===== config.mk =====
export PLATFORM = sky130hd
export DESIGN_NAME = nmea_sentence_receiver
export DESIGN_NICKNAME = d
export VERILOG_FILES = /design/src/rtl/core/nmea_rx_pkg.sv /design/src/rtl/core/nmea_sentence_receiver.sv /design/src/rtl/core/nmea_rx_fsm.sv
export SDC_FILE = /design/constraint.sdc
export NUM_CORES = 1
export LEC_CHECK = 0
export BUFFER_PORTS_ARGS = -buffer_cell sky130_fd_sc_hd__buf_2
export CAP_MARGIN = 40
export CORE_UTILIZATION = 30
export CTS_CLUSTER_SIZE = 16
export DETAILED_ROUTE_END_ITERATION = 16
export PLACE_DENSITY_LB_ADDON = 0.25
export SLEW_MARGIN = 25
export SYNTH_ARGS = -nofsm -noshare
export SYNTH_HDL_FRONTEND = slang
export SYNTH_SLANG_ARGS = --single-unit

===== constraint.sdc =====
create_clock -name clk -period 3.3 [get_ports clk]
set_input_delay 0.33 -clock clk [delete_from_list [all_inputs] [get_ports clk]]
set_output_delay 0.33 -clock clk [all_outputs]
set_load 0.1 [all_outputs]

===== src/rtl/core/nmea_rx_pkg.sv =====
`timescale 1ns / 1ps

package nmea_rx_pkg;

	localparam logic [2:0] PH_WAIT = 3'd0;
	localparam logic [2:0] PH_RECV = 3'd1;
	localparam logic [2:0] PH_HIGH = 3'd2;
	localparam logic [2:0] PH_LOW  = 3'd3;
	localparam logic [2:0] PH_FULL = 3'd4;

	localparam logic [2:0] EV_IGNORED = 3'd0;
	localparam logic [2:0] EV_START   = 3'd1;
	localparam logic [2:0] EV_CHAR    = 3'd2;
	localparam logic [2:0] EV_SEP     = 3'd3;
	localparam logic [2:0] EV_ACCEPT  = 3'd4;
	localparam logic [2:0] EV_REJECT  = 3'd5;
	localparam logic [2:0] EV_ABORT   = 3'd6;

	localparam logic [7:0] CH_DOLLAR = 8'h24;
	localparam logic [7:0] CH_BANG   = 8'h21;
	localparam logic [7:0] CH_STAR   = 8'h2A;
	localparam logic [7:0] CH_COMMA  = 8'h2C;

	typedef struct packed {
		logic [2:0] event_res;
		logic [7:0] char_out;
		logic [6:0] position;
		logic [4:0] field_count;
		logic       is_dollar;
		logic [7:0] checksum_calc;
	} res_t;

	// returns {bad, nibble}
	function automatic logic [4:0] hex_decode(input logic [7:0] c);
		logic [4:0] r;
		r = 5'h10;
		if (c >= 8'h30 && c <= 8'h39)
			r = {1'b0, 4'(c - 8'h30)};
		else if (c >= 8'h41 && c <= 8'h46)
			r = {1'b0, 4'(c - 8'h37)};
		else if (c >= 8'h61 && c <= 8'h66)
			r = {1'b0, 4'(c - 8'h57)};
		return r;
	endfunction

endpackage


===== src/rtl/core/nmea_sentence_receiver.sv =====
`timescale 1ns / 1ps
// latency: a byte transferred at one edge shows its result from the next cycle on
// throughput: one byte per cycle unless the output stalls; the sentence state updates in the
// transfer cycle and the result sits in a single output register that reloads while
// being drained; reset: arst_n clears the parser to waiting for a start byte and
// empties the output register; no sweep, the block takes bytes right after reset

module nmea_sentence_receiver #(
	parameter int unsigned BUFFER_SIZE = 85,
	parameter int unsigned MAX_FIELDS  = 20
) (
	input  logic       clk,
	input  logic       arst_n,
	input  logic       in_valid,
	output logic       in_ready,
	input  logic [7:0] rx_byte,
	output logic       out_valid,
	input  logic       out_ready,
	output logic [2:0] event_res,
	output logic [7:0] char_out,
	output logic [6:0] position,
	output logic [4:0] field_count,
	output logic       is_dollar,
	output logic [7:0] checksum_calc
);

	nmea_rx_pkg::res_t res;
	nmea_rx_pkg::res_t res_q;
	logic              out_valid_q;
	logic              step;

	assign in_ready = !out_valid_q || out_ready;
	assign step     = in_valid && in_ready;

	nmea_rx_fsm #(
		.BUFFER_SIZE(BUFFER_SIZE),
		.MAX_FIELDS (MAX_FIELDS)
	) u_fsm (
		.clk    (clk),
		.arst_n (arst_n),
		.step   (step),
		.rx_byte(rx_byte),
		.res    (res)
	);

	always_ff @(posedge clk or negedge arst_n) begin
		if (!arst_n) begin
			out_valid_q <= 1'b0;
		end else if (in_ready) begin
			out_valid_q <= in_valid;
		end
	end

	always_ff @(posedge clk) begin
		if (step)
			res_q <= res;
	end

	assign out_valid     = out_valid_q;
	assign event_res     = res_q.event_res;
	assign char_out      = res_q.char_out;
	assign position      = res_q.position;
	assign field_count   = res_q.field_count;
	assign is_dollar     = res_q.is_dollar;
	assign checksum_calc = res_q.checksum_calc;

endmodule


===== src/rtl/core/nmea_rx_fsm.sv =====
`timescale 1ns / 1ps

module nmea_rx_fsm #(
	parameter int unsigned BUFFER_SIZE = 85,
	parameter int unsigned MAX_FIELDS  = 20
) (
	input  logic                clk,
	input  logic                arst_n,
	input  logic                step,
	input  logic [7:0]          rx_byte,
	output nmea_rx_pkg::res_t   res
);

	logic [2:0] phase_q, phase_d;
	logic [6:0] write_pos_q, write_pos_d;
	logic [4:0] fields_q, fields_d;
	logic [7:0] xsum_q, xsum_d;
	logic [3:0] given_hi_q, given_hi_d;
	logic       dollar_q, dollar_d;
	logic [6:0] pos_inc;
	logic [4:0] hex;
	logic [2:0] ev;
	logic [7:0] ch;
	logic [6:0] pos;

	assign pos_inc = write_pos_q + 7'd1;
	assign hex     = nmea_rx_pkg::hex_decode(rx_byte);

	always_comb begin
		phase_d     = phase_q;
		write_pos_d = write_pos_q;
		fields_d    = fields_q;
		xsum_d      = xsum_q;
		given_hi_d  = given_hi_q;
		dollar_d    = dollar_q;
		ev          = nmea_rx_pkg::EV_IGNORED;
		ch          = 8'd0;
		pos         = 7'd0;
		if (rx_byte == nmea_rx_pkg::CH_DOLLAR || rx_byte == nmea_rx_pkg::CH_BANG) begin
			dollar_d    = (rx_byte == nmea_rx_pkg::CH_DOLLAR);
			write_pos_d = 7'd0;
			fields_d    = 5'd0;
			xsum_d      = 8'd0;
			given_hi_d  = 4'd0;
			phase_d     = nmea_rx_pkg::PH_RECV;
			ev          = nmea_rx_pkg::EV_START;
		end else begin
			case (phase_q)
				nmea_rx_pkg::PH_RECV, nmea_rx_pkg::PH_FULL: begin
					if (rx_byte == nmea_rx_pkg::CH_STAR) begin
						phase_d = nmea_rx_pkg::PH_HIGH;
					end else if (phase_q == nmea_rx_pkg::PH_RECV) begin
						xsum_d = xsum_q ^ rx_byte;
						pos    = write_pos_q;
						if (rx_byte == nmea_rx_pkg::CH_COMMA) begin
							ev = nmea_rx_pkg::EV_SEP;
							if (fields_q < 5'(MAX_FIELDS))
								fields_d = fields_q + 5'd1;
						end else begin
							ev = nmea_rx_pkg::EV_CHAR;
							ch = rx_byte;
						end
						write_pos_d = pos_inc;
						if (pos_inc >= 7'(BUFFER_SIZE))
							phase_d = nmea_rx_pkg::PH_FULL;
					end else begin
						ev      = nmea_rx_pkg::EV_ABORT;
						phase_d = nmea_rx_pkg::PH_WAIT;
					end
				end
				nmea_rx_pkg::PH_HIGH: begin
					if (hex[4]) begin
						ev      = nmea_rx_pkg::EV_REJECT;
						phase_d = nmea_rx_pkg::PH_WAIT;
					end else begin
						given_hi_d = hex[3:0];
						phase_d    = nmea_rx_pkg::PH_LOW;
					end
				end
				nmea_rx_pkg::PH_LOW: begin
					ev = nmea_rx_pkg::EV_REJECT;
					if (!hex[4] && {given_hi_q, hex[3:0]} == xsum_q)
						ev = nmea_rx_pkg::EV_ACCEPT;
					phase_d = nmea_rx_pkg::PH_WAIT;
				end
				default: begin
				end
			endcase
		end
	end

	assign res.event_res     = ev;
	assign res.char_out      = ch;
	assign res.position      = pos;
	assign res.field_count   = fields_d;
	assign res.is_dollar     = dollar_d;
	assign res.checksum_calc = xsum_d;

	always_ff @(posedge clk or negedge arst_n) begin
		if (!arst_n) begin
			phase_q     <= nmea_rx_pkg::PH_WAIT;
			write_pos_q <= 7'd0;
			fields_q    <= 5'd0;
			xsum_q      <= 8'd0;
			given_hi_q  <= 4'd0;
			dollar_q    <= 1'b0;
		end else if (step) begin
			phase_q     <= phase_d;
			write_pos_q <= write_pos_d;
			fields_q    <= fields_d;
			xsum_q      <= xsum_d;
			given_hi_q  <= given_hi_d;
			dollar_q    <= dollar_d;
		end
	end

endmodule


Yosys cells after proc, flatten, opt, wreduce, memory -nomap -nowiden
Index checks and enable logic that the tools add are counted.

Logic and storage cells: 93. Register bits: 61. Input port bits: 12.

Reductions and logical operators: 19. Bitwise logic cells: 3. Equal/unequal tests: 12. Muxes and demuxes: 33. $add $sub $neg: 5. Magnitude comparators: 8.

Operators by type and width (number): $mux 5 (9); $eq 8x6->1 const B (4); $mux 8 (4); $mux 7 (4); $mux 3 (7); $pmux 3 s3 (2); $ge 8x7->1 const B (2); $le 8x7->1 const B (2); $mux 4 (3); $eq 8x8->1 (1); $ge 8x6->1 const B (1); $le 8x6->1 const B (1); $sub 4x3->4 const B (2); $xor 8x8->8 (1); $add 7x1->7 const B (1); $ge 7x7->1 const B (1); $eq 3x2->1 const B (2); $reduce_and 3->1 (2); $reduce_bool 2->1 (3); $add 5x1->5 const B (1); $logic_and 1x1->1 (5); $lt 5x5->1 const B (1); $ne 5x3->1 const B (1); $reduce_or 5->1 (1); other kinds (14) (19).

Logic depth before layout (Yosys ltp)
Gate-level depths: netlist of run 1.

Depth in word-level cells: 9. Mapped depth: 10.

By module
From an unflattened synthesis of run 1, not the netlist that was laid out.

Cell total of the unflattened synthesis: 304. Area, all modules: 3305.7 um2.

By module, submodules not included: nmea_rx_fsm (area an instance 2290.9 um2, times used 1, cells an instance 268); nmea_sentence_receiver (area an instance 1014.7 um2, times used 1, cells an instance 36).

Least setup slack after synthesis of run 1
Ideal clock, no wire load.

Kind: reg2reg. From: register out_valid_q, in the netlist out_valid. To: register u_fsm.phase_q[2]. Setup time: 0.121 ns. Path slack: -0.716 ns. Path buffers: 1. Arrival: 3.895 ns. Period minus slack after synthesis: 4.016 ns. Cell stages (with the launch flop): 7. Cell sequence: dfrtp_1 nand2b_1 nand2_1 inv_1 clkbuf_1 o21ai_0 a22o_1.

Word-level cells in the longest chain between the ends: 4.

Ends and longest elaborated chain: start: declaration (line nmea_sentence_receiver.sv:29) `logic out_valid_q;`; start signal: assignment (line nmea_sentence_receiver.sv:50) `out_valid_q <= in_valid;`; $logic_not 1->1 (line nmea_sentence_receiver.sv:32) `assign in_ready = !out_valid_q || out_ready;`; $logic_or 1x1->1 (line nmea_sentence_receiver.sv:32); named net in_ready (line nmea_sentence_receiver.sv:15) `output logic in_ready,`; $logic_and 1x1->1 (line nmea_sentence_receiver.sv:33) `assign step = in_valid && in_ready;`; named net step (line nmea_sentence_receiver.sv:30) `logic step;`; $reduce_and 3->1 (no source line); end signal: assignment (line nmea_rx_fsm.sv:101) `phase_q <= nmea_rx_pkg::PH_WAIT;`; end signal: assignment (line nmea_rx_fsm.sv:108) `phase_q <= phase_d;`; end: declaration (line nmea_rx_fsm.sv:14) `logic [2:0] phase_q, phase_d;`.

The timed path passes the listed nets, and every way through them passes these cells. A chain may end at the register's enable or synchronous reset.

Worst setup path in the final report of run 1
From: register u_fsm.phase_q[0]. To: register u_fsm.write_pos_q[2].

Word-level cells in the longest chain between the ends: 4.

Ends and longest elaborated chain: $eq 3x3->1 / $eq 3x1->1 (equally long branches) (line nmea_rx_fsm.sv:48, nmea_rx_fsm.sv:52); $reduce_or 2->1 (line nmea_rx_fsm.sv:48) `case (phase_q)`; $reduce_bool 2->1 (no source line); $reduce_and 4->1 (no source line) *; end signal: assignment (line nmea_rx_fsm.sv:109) `write_pos_q <= write_pos_d;`; end: declaration (line nmea_rx_fsm.sv:15) `logic [6:0] write_pos_q, write_pos_d;`.

Mark *: on every way between the ends. The rest lies on a longest branch, timed or not.

==> results of run 1 <==
[cells by family (layout without fill, tap and decap cells)]
family,Yosys count,after routing,share of synthesized area [%]
simple gates,119,119,18.8
xor+xnor,21,21,5.53
compound gates,81,81,16.8
flops,61,61,50.7
buf+inv,25,83,2.93
mux,7,7,2.59
fa+ha+maj,7,7,2.63
[cell usage after synthesis (2+ instances only)]
cell type and instances:
nor3_1 2, or3b_2 2, nand4_1 2, ha_1 7
o221ai_1 2, nand2b_1 7, xor2_1 11, a211oi_1 4
a21o_1 2, nand3_1 9, nand2_1 31, a22o_1 4
o211ai_1 3, nor3b_1 4, o21ai_0 27, and2_1 14
nor4_1 2, nor2_1 26, o22ai_1 2, mux2_4 3
clkbuf_1 11, a21oi_1 12, dfrtp_1 29, edfxtp_1 32
o31ai_1 4, and3_1 9, or3_1 3, mux2i_1 3
a41oi_1 2, inv_1 10, xnor2_1 10, buf_2 3
a31oi_1 6
[registers in the layout, summed over array words and instances, names as in the netlist]
name,flops
char_out,8
checksum_calc,8
event_res,3
field_count,5
is_dollar,1
out_valid,1
position,7
u_fsm.dollar_q,1
u_fsm.fields_q,5
u_fsm.given_hi_q,4
u_fsm.phase_q,3
u_fsm.write_pos_q,7
u_fsm.xsum_q,8
[worst register-to-register path, cell delays in order (launching register included)]
cell and delay, ns:
dfrtp_1 0.55, or3b_2 0.58, a41oi_1 0.44, buf_4 0.25
nor2_1 0.05, nor2_1 0.25, a31oi_1 0.14
[metal layers]
layer	routed length, µm	vias up
li1	-	1276
met1	4250	1231
met2	3580	63
met3	353	14
met4	145	0
met5	0	-
[metrics by stage]
step / setup WS [ns] / total power [mW] / instances / util, %
CTS: 0.887 / 3.00 / 517 / 36.6
finish: 0.909 / 2.97 / 519 / 36.8
global route: 0.722 / 3.15 / 519 / 36.8
floorplan: 0.329 / 2.06 / 321 / -
detailed placement: 0.700 / 2.31 / 501 / 34.7
global placement: 0.815 / 2.30 / 501 / 34.7
[final cells by class]
cell class / count / share of cell area (%)
clock buffer: 10 / 3.45
clock inverter: 6 / 1.57
inverter: 10 / 0.940
multi-input combinational: 235 / 38.8
sequential: 61 / 42.2
tap: 140 / 4.39
timing repair buffer: 57 / 8.58
[power breakdown]
part | internal [mW] | switching, mW | total, mW
clock network | 0.366 | 0.313 | 0.679
registers | 1.00 | 0.170 | 1.17
logic | 0.310 | 0.812 | 1.12
[worst paths after layout]
check | to | start
min in group asynchronous | u_fsm.xsum_q[0]$_DFFE_PN0P_ | arst_n
max in group asynchronous | u_fsm.fields_q[0]$_DFFE_PN0P_ | arst_n
hold / removal | out_valid$_DFFE_PN0N_ | in_valid
setup reg to reg | u_fsm.write_pos_q[2]$_DFFE_PN0P_ | u_fsm.phase_q[0]$_DFFE_PN0P_
setup / recovery | u_fsm.write_pos_q[2]$_DFFE_PN0P_ | u_fsm.phase_q[0]$_DFFE_PN0P_
hold reg to reg | u_fsm.dollar_q$_DFFE_PN0P_ | u_fsm.dollar_q$_DFFE_PN0P_
==> summary.md, run 1 <==
| Metric | Value |
|---|---|
| Status | `complete, no violations` |
| Largest net degree at the start of global routing | `35` |
| RSZ-0062 raised after global routing | `no` |
| Hold Buf Count CTS | `0` |
| F_max | `418 MHz` |
| Yosys top cell by area | `edfxtp_1` |
| CP Capture Type | `flop` |
| Worst path depth | `6` |
| Mapped Nets | `340` |
| Post-route design area | `3990 µm²` |
| Slowest cell on crit path | `or3b_2` |
| Fin. Hold Viols | `0` |
| GRT Resource Usage Total | `15.5%` |
| Worst Max-Slew Pin Slew | `0.551 ns` |
| Worst reg2reg setup slack | `0.91 ns` |
| Die area | `11500 µm²` |
| Num ports | `46` |
| Chip Height | `107 µm` |
| GR Layer Usage met3 | `3.63%` |
| Synth Register Bits | `61` |
| Startpoint class of the critical path | `flop` |
| Count of cell types in the netlist | `56` |
| Crit path kind | `flop to flop` |
| Final setup fails | `0` |
| Pre-antenna DRT Iters | `4` |
| Met2 usage | `22.7%` |
| Area grow syn2layout | `20.0%` |
| Async set-reset flop share out of synthesis | `47.5%` |
| WL per Instance | `16.0 µm` |
| CTS tree | `yes` |
| Critical path buffers and inverters | `1` |
| First-pass GRT wire length | `13300 µm` |
| Fin Hold WS | `0.200 ns` |
| Max stage delay on crit path | `0.58 ns` |
| Syn. warnings | `0` |
| Slew Viols, Final | `0` |
| Share of layout cells above drive strength 1 | `23.0%` |
| Cells after synthesis | `321` |
| Worst-path clk slew | `0.07 ns` |
| Ranking of synthesized cells by area | `edfxtp_1, dfrtp_1, o21ai_0` |
| Top-area cell type share of the netlist area | `28.9%` |
| Period utilization | `72.5%` |
| Commonest non-fill, non-tap cell in the layout | `buf_2` |
| Synth Flop Type | `edfxtp_1` |
| Initial antenna violation count | `0` |
| Clock Tree Buf Depth | `2` |
| Reported max-cap violation count | `0` |
| ANT nets after route | `0` |
| Clk root buf | `clkbuf_8` |
| Signal arrival time at the worst endpoint | `2.61 ns` |
| Setup TNS | `0 ns` |
| Critical path peak fanout | `10` |
| Storage element area | `1690 µm²` |
| Max rail drop VDD | `0.278 mV` |
| Via density | `4.98` |
| Cell repeated most along the worst path | `nor2_1` |
| WHS Path Cells | `2` |
| CP cell instances | `or3b_2, a41oi_1, buf_4, nor2_1, nor2_1, a31oi_1` |
| Layout Skew | `0.00774 ns` |
| Via count | `2584` |
| Global route overflow | `0` |
| Vias in the first global route | `2539` |
| Min-Delay Path Class | `primary input to flop` |
| Most frequent cells in the layout | `buf_2, edfxtp_1, nand2_1, dfrtp_1, o21ai_0` |
| Antenna diodes | `0` |
| Worst-Skew Late Latency | `0.35 ns` |
| Row count | `38` |
| Sequential element share of the synthesized area | `50.7%` |
| Layout Nets | `393` |
| Met1 Use GR | `22.0%` |
| Critical Path RT | `3.51 ns` |
| Max-slew headroom | `63.2%` |
| Static Leak | `1.71 nW` |
| Post_cts resized | `0` |
| Cell class contributing the biggest share of worst-path delay | `simple AND/OR/NAND/NOR gates` |
| DP HPWL | `5890 µm` |
| Core Area | `10800 µm²` |
| Area of the multi-input gates | `1550 µm²` |
| Minimum clock period | `2.39 ns` |
| GRT busiest layer | `met2` |
| Port bufs | `45` |
| Htree depth | `3` |
| Post-Route WL | `8330 µm` |
| Cell area after synthesis | `3330 µm²` |
| Synth Area per Inst | `10.4 µm²` |
| Post-route DRC | `0` |
| Initial Utilization | `30.7%` |
| Number of synthesized flops with an enable pin | `32` |
| GP Congestion | `0.896` |
| Reg2reg path depth | `6` |
| CTS Sinks | `61` |
| DR iter-0 viols | `128` |
| Number of fill cells | `1104` |
| CTS buffer count | `9` |
| DIE WIDTH | `107 µm` |
| Setup repair bufs after CTS | `0` |
| Area after DPL | `3760 µm²` |
| Pwr dens | `745 nW/µm²` |
Note: power is estimated with default switching activity, not from simulation.
==> run 2, diff against run 1 <==
==> constraint.sdc (replaced) <==
create_clock -name clk -period 2.22 [get_ports clk]
set_input_delay 0.222 -clock clk [delete_from_list [all_inputs] [get_ports clk]]
set_output_delay 0.222 -clock clk [all_outputs]
set_load 0.1 [all_outputs]
==> run 2 against run 1 <==
  * Global-route usage down 0.64 points
  * Clock skew up 0.0033 ns
  * Sequential share of layout area decreased by 1.8 points
  * Total power rose by 56%
  * Sequential power rose by 47%
  * Final area is 4.6% higher
  * Via count up 3.0%
  * Die area unchanged
  * Largest cell class unchanged
  * Highest routed layer unchanged
==> summary.md, run 2 (synthesized netlist as in run 1, its figures left out) <==
| Metric | Value |
|---|---|
| Post-Layout Cell Count | `541 (+4.2%)` |
| CTS Sinks | `61 (unchanged)` |
| Largest net degree at the start of global routing | `30 (-14%)` |
| Wl on met1 | `4150 µm (-2.3%)` |
| Tot Pwr | `4.64 mW (+56%)` |
| Pre-antenna DRT Iters | `5 (+1)` |
| Antenna diodes | `0 (unchanged)` |
| Post_cts resized | `0 (unchanged)` |
| First-pass GRT wire length | `12900 µm (-2.9%)` |
| Worst-Skew Late Latency | `0.35 ns (about the same)` |
| Area after DPL | `3920 µm² (+4.2%)` |
| Startpoint class of the critical path | `flop` |
| Via count | `2661 (+3.0%)` |
| Placed Cells | `523 (+4.4%)` |
| Port bufs | `45 (unchanged)` |
| Reg2reg path depth | `6 (unchanged)` |
| Vias in the first global route | `2515 (-0.95%)` |
| WL per Instance | `14.8 µm (-7.6%)` |
| Reported max-cap violation count | `0 (unchanged)` |
| Hold Crit Endpoint | `out_valid$_DFFE_PN0N_` |
| Fin. Hold Viols | `0 (unchanged)` |
| ANT nets after route | `0 (unchanged)` |
| Period utilization | `90.1% (+18 points)` |
| Global route overflow | `0 (unchanged)` |
| Pre-CTS setup slack | `-0.145 ns (-0.845 ns)` |
| Setup repair bufs after CTS | `0 (unchanged)` |
| Num ports | `46 (unchanged)` |
| Signal arrival time at the worst endpoint | `2.10 ns (-0.51 ns)` |
| CP Capture Type | `flop` |
| Met3 wire len | `295 µm (-16%)` |
| Top sig layer | `met4` |
| RSZ-0062 raised after global routing | `no` |
| F_max | `500 MHz (+19%)` |
| Pwr dens | `1110 nW/µm² (+49%)` |
| Die area | `11500 µm² (unchanged)` |
| Htree depth | `3 (unchanged)` |
| Layout Nets | `415 (+5.6%)` |
| WHS Path Cells | `2 (unchanged)` |
| Worst R2R Start | `u_fsm.phase_q[2]$_DFFE_PN0P_` |
| Layout Skew | `0.0110 ns (+0.00329 ns)` |
| GRT Resource Usage Total | `14.9% (-0.64 points)` |
| Max-slew headroom | `52.3% (-11 points)` |
| Status | `complete, no violations` |
| Slew Viols, Final | `0 (unchanged)` |
| Most frequent cells in the layout | `buf_2, edfxtp_1, buf_4, nand2_1, dfrtp_1` |
| Post-route design area | `4180 µm² (+4.6%)` |
| Row count | `38 (unchanged)` |
| Min-Delay Path Class | `primary input to flop` |
| CTS buffer count | `9 (unchanged)` |
| Critical Path RT | `2.31 ns (-1.20 ns)` |
| Share of layout cells above drive strength 1 | `27.4% (+4.5 points)` |
| Initial Utilization | `30.7% (unchanged)` |
| Worst reg2reg setup slack | `0.22 ns (-0.69 ns)` |
| Crit path kind | `flop to flop` |
| Minimum clock period | `2.00 ns (-0.390 ns)` |
| Fin Hold WS | `0.0802 ns (-0.120 ns)` |
| GP Congestion | `0.835 (-6.9%)` |
| Post-Route WL | `8020 µm (-3.7%)` |
| DIE WIDTH | `107 µm (unchanged)` |
| Worst Max-Slew Pin Slew | `0.715 ns (+0.164 ns)` |
| R2R Path End | `checksum_calc[3]$_DFFE_PP_` |
| DR iter-0 viols | `140 (+9.4%)` |
| Worst hold start | `in_valid` |
| Area grow syn2layout | `25.6%` |
| Final setup fails | `0 (unchanged)` |
| Worst-path clk slew | `0.07 ns (about the same)` |
| Critical path peak fanout | `6 (-4)` |
| Max rail drop VDD | `0.502 mV (+80%)` |
| Static Leak | `1.85 nW (+7.8%)` |
| Post-route DRC | `0 (unchanged)` |
| Routed wl met2 | `3440 µm (-3.9%)` |
| Setup ws final | `0.219 ns (-0.690 ns)` |
| Via density | `4.92 (-1.2%)` |
| Clock Tree Buf Depth | `2 (unchanged)` |
| DP HPWL | `5740 µm (-2.6%)` |
| Chip Height | `107 µm (unchanged)` |
| CTS tree | `yes` |
| Core Area | `10800 µm² (unchanged)` |
| Commonest non-fill, non-tap cell in the layout | `buf_2` |
| Clk root buf | `clkbuf_8` |
| Initial antenna violation count | `0 (unchanged)` |
[run 2: cell count changes in the layout (fill, tap and decap cells not counted), moves of 2 or more]
cell	previous run	this run
buf_4	9	32
buf_12	2	0
bufinv_16	1	3
clkinvlp_4	3	0
[run 2: critical path, cell delays in order (launching register included)]
cell	delay [ns]
dfrtp_1	0.38
or3b_2	0.56
a41oi_1	0.28
buf_4	0.22
nand2_1	0.08
xor2_1	0.18
nor2_1	0.06
[run 2: where the power goes]
part	switching [mW]	internal (mW)	leakage, nW
sequential	0.229	1.49	0.679
clock	0.451	0.741	0.123
combinational	1.22	0.502	1.05
total	1.90	2.73	1.85
[run 2: cell type report]
| type | instances | area (µm²) |
|---|---|---|
| clock buffers | 9 | 124 |
| flip-flops and latches | 61 | 1690 |
| repair buffers | 79 | 483 |
| fillers | 1114 | 6660 |
| well taps | 140 | 175 |
| multi-input cells | 235 | 1560 |
| inverters | 10 | 37.5 |
| clock inverters | 7 | 114 |
[run 2: layer usage]
layer  vias up  GRT usage [%]
li1       1324              -
met1      1266           21.2
met2        61           22.0
met3        10           3.87
met4         0           4.70
met5         -              0
[run 2: how the worst max path moves through the flow]
| stage | start | depth (start not counted) | to |
|---|---|---|---|
| final | u_fsm.phase_q[2]$_DFFE_PN0P_ | 6 | checksum_calc[3]$_DFFE_PP_ |
| after global routing | u_fsm.phase_q[2]$_DFFE_PN0P_ | 6 | checksum_calc[3]$_DFFE_PP_ |
| after CTS | u_fsm.phase_q[2]$_DFFE_PN0P_ | 4 | u_fsm.write_pos_q[6]$_DFFE_PN0P_ |
| after detailed placement | rx_byte[7] | 6 | event_res[0]$_SDFFCE_PN1P_ |
| after global placement | rx_byte[7] | 6 | event_res[0]$_SDFFCE_PN1P_ |
| after floorplan | rx_byte[0] | 8 | event_res[0]$_SDFFCE_PN1P_ |
[run 2: stage by stage]
stage          setup TNS (ns)  util [%]
2_1_floorplan               0         -
3_3_place_gp           -0.221      36.2
3_5_place_dp           -0.149      36.2
4_1_cts                     0      38.5
5_1_grt                     0      38.5
6_report                    0      38.5
[run 2: timing repair]
action	4_1_cts	5_1_grt
endpoints found under the hold margin	29	0
hold buffers	1	0
endpoints found under the setup margin	0	0
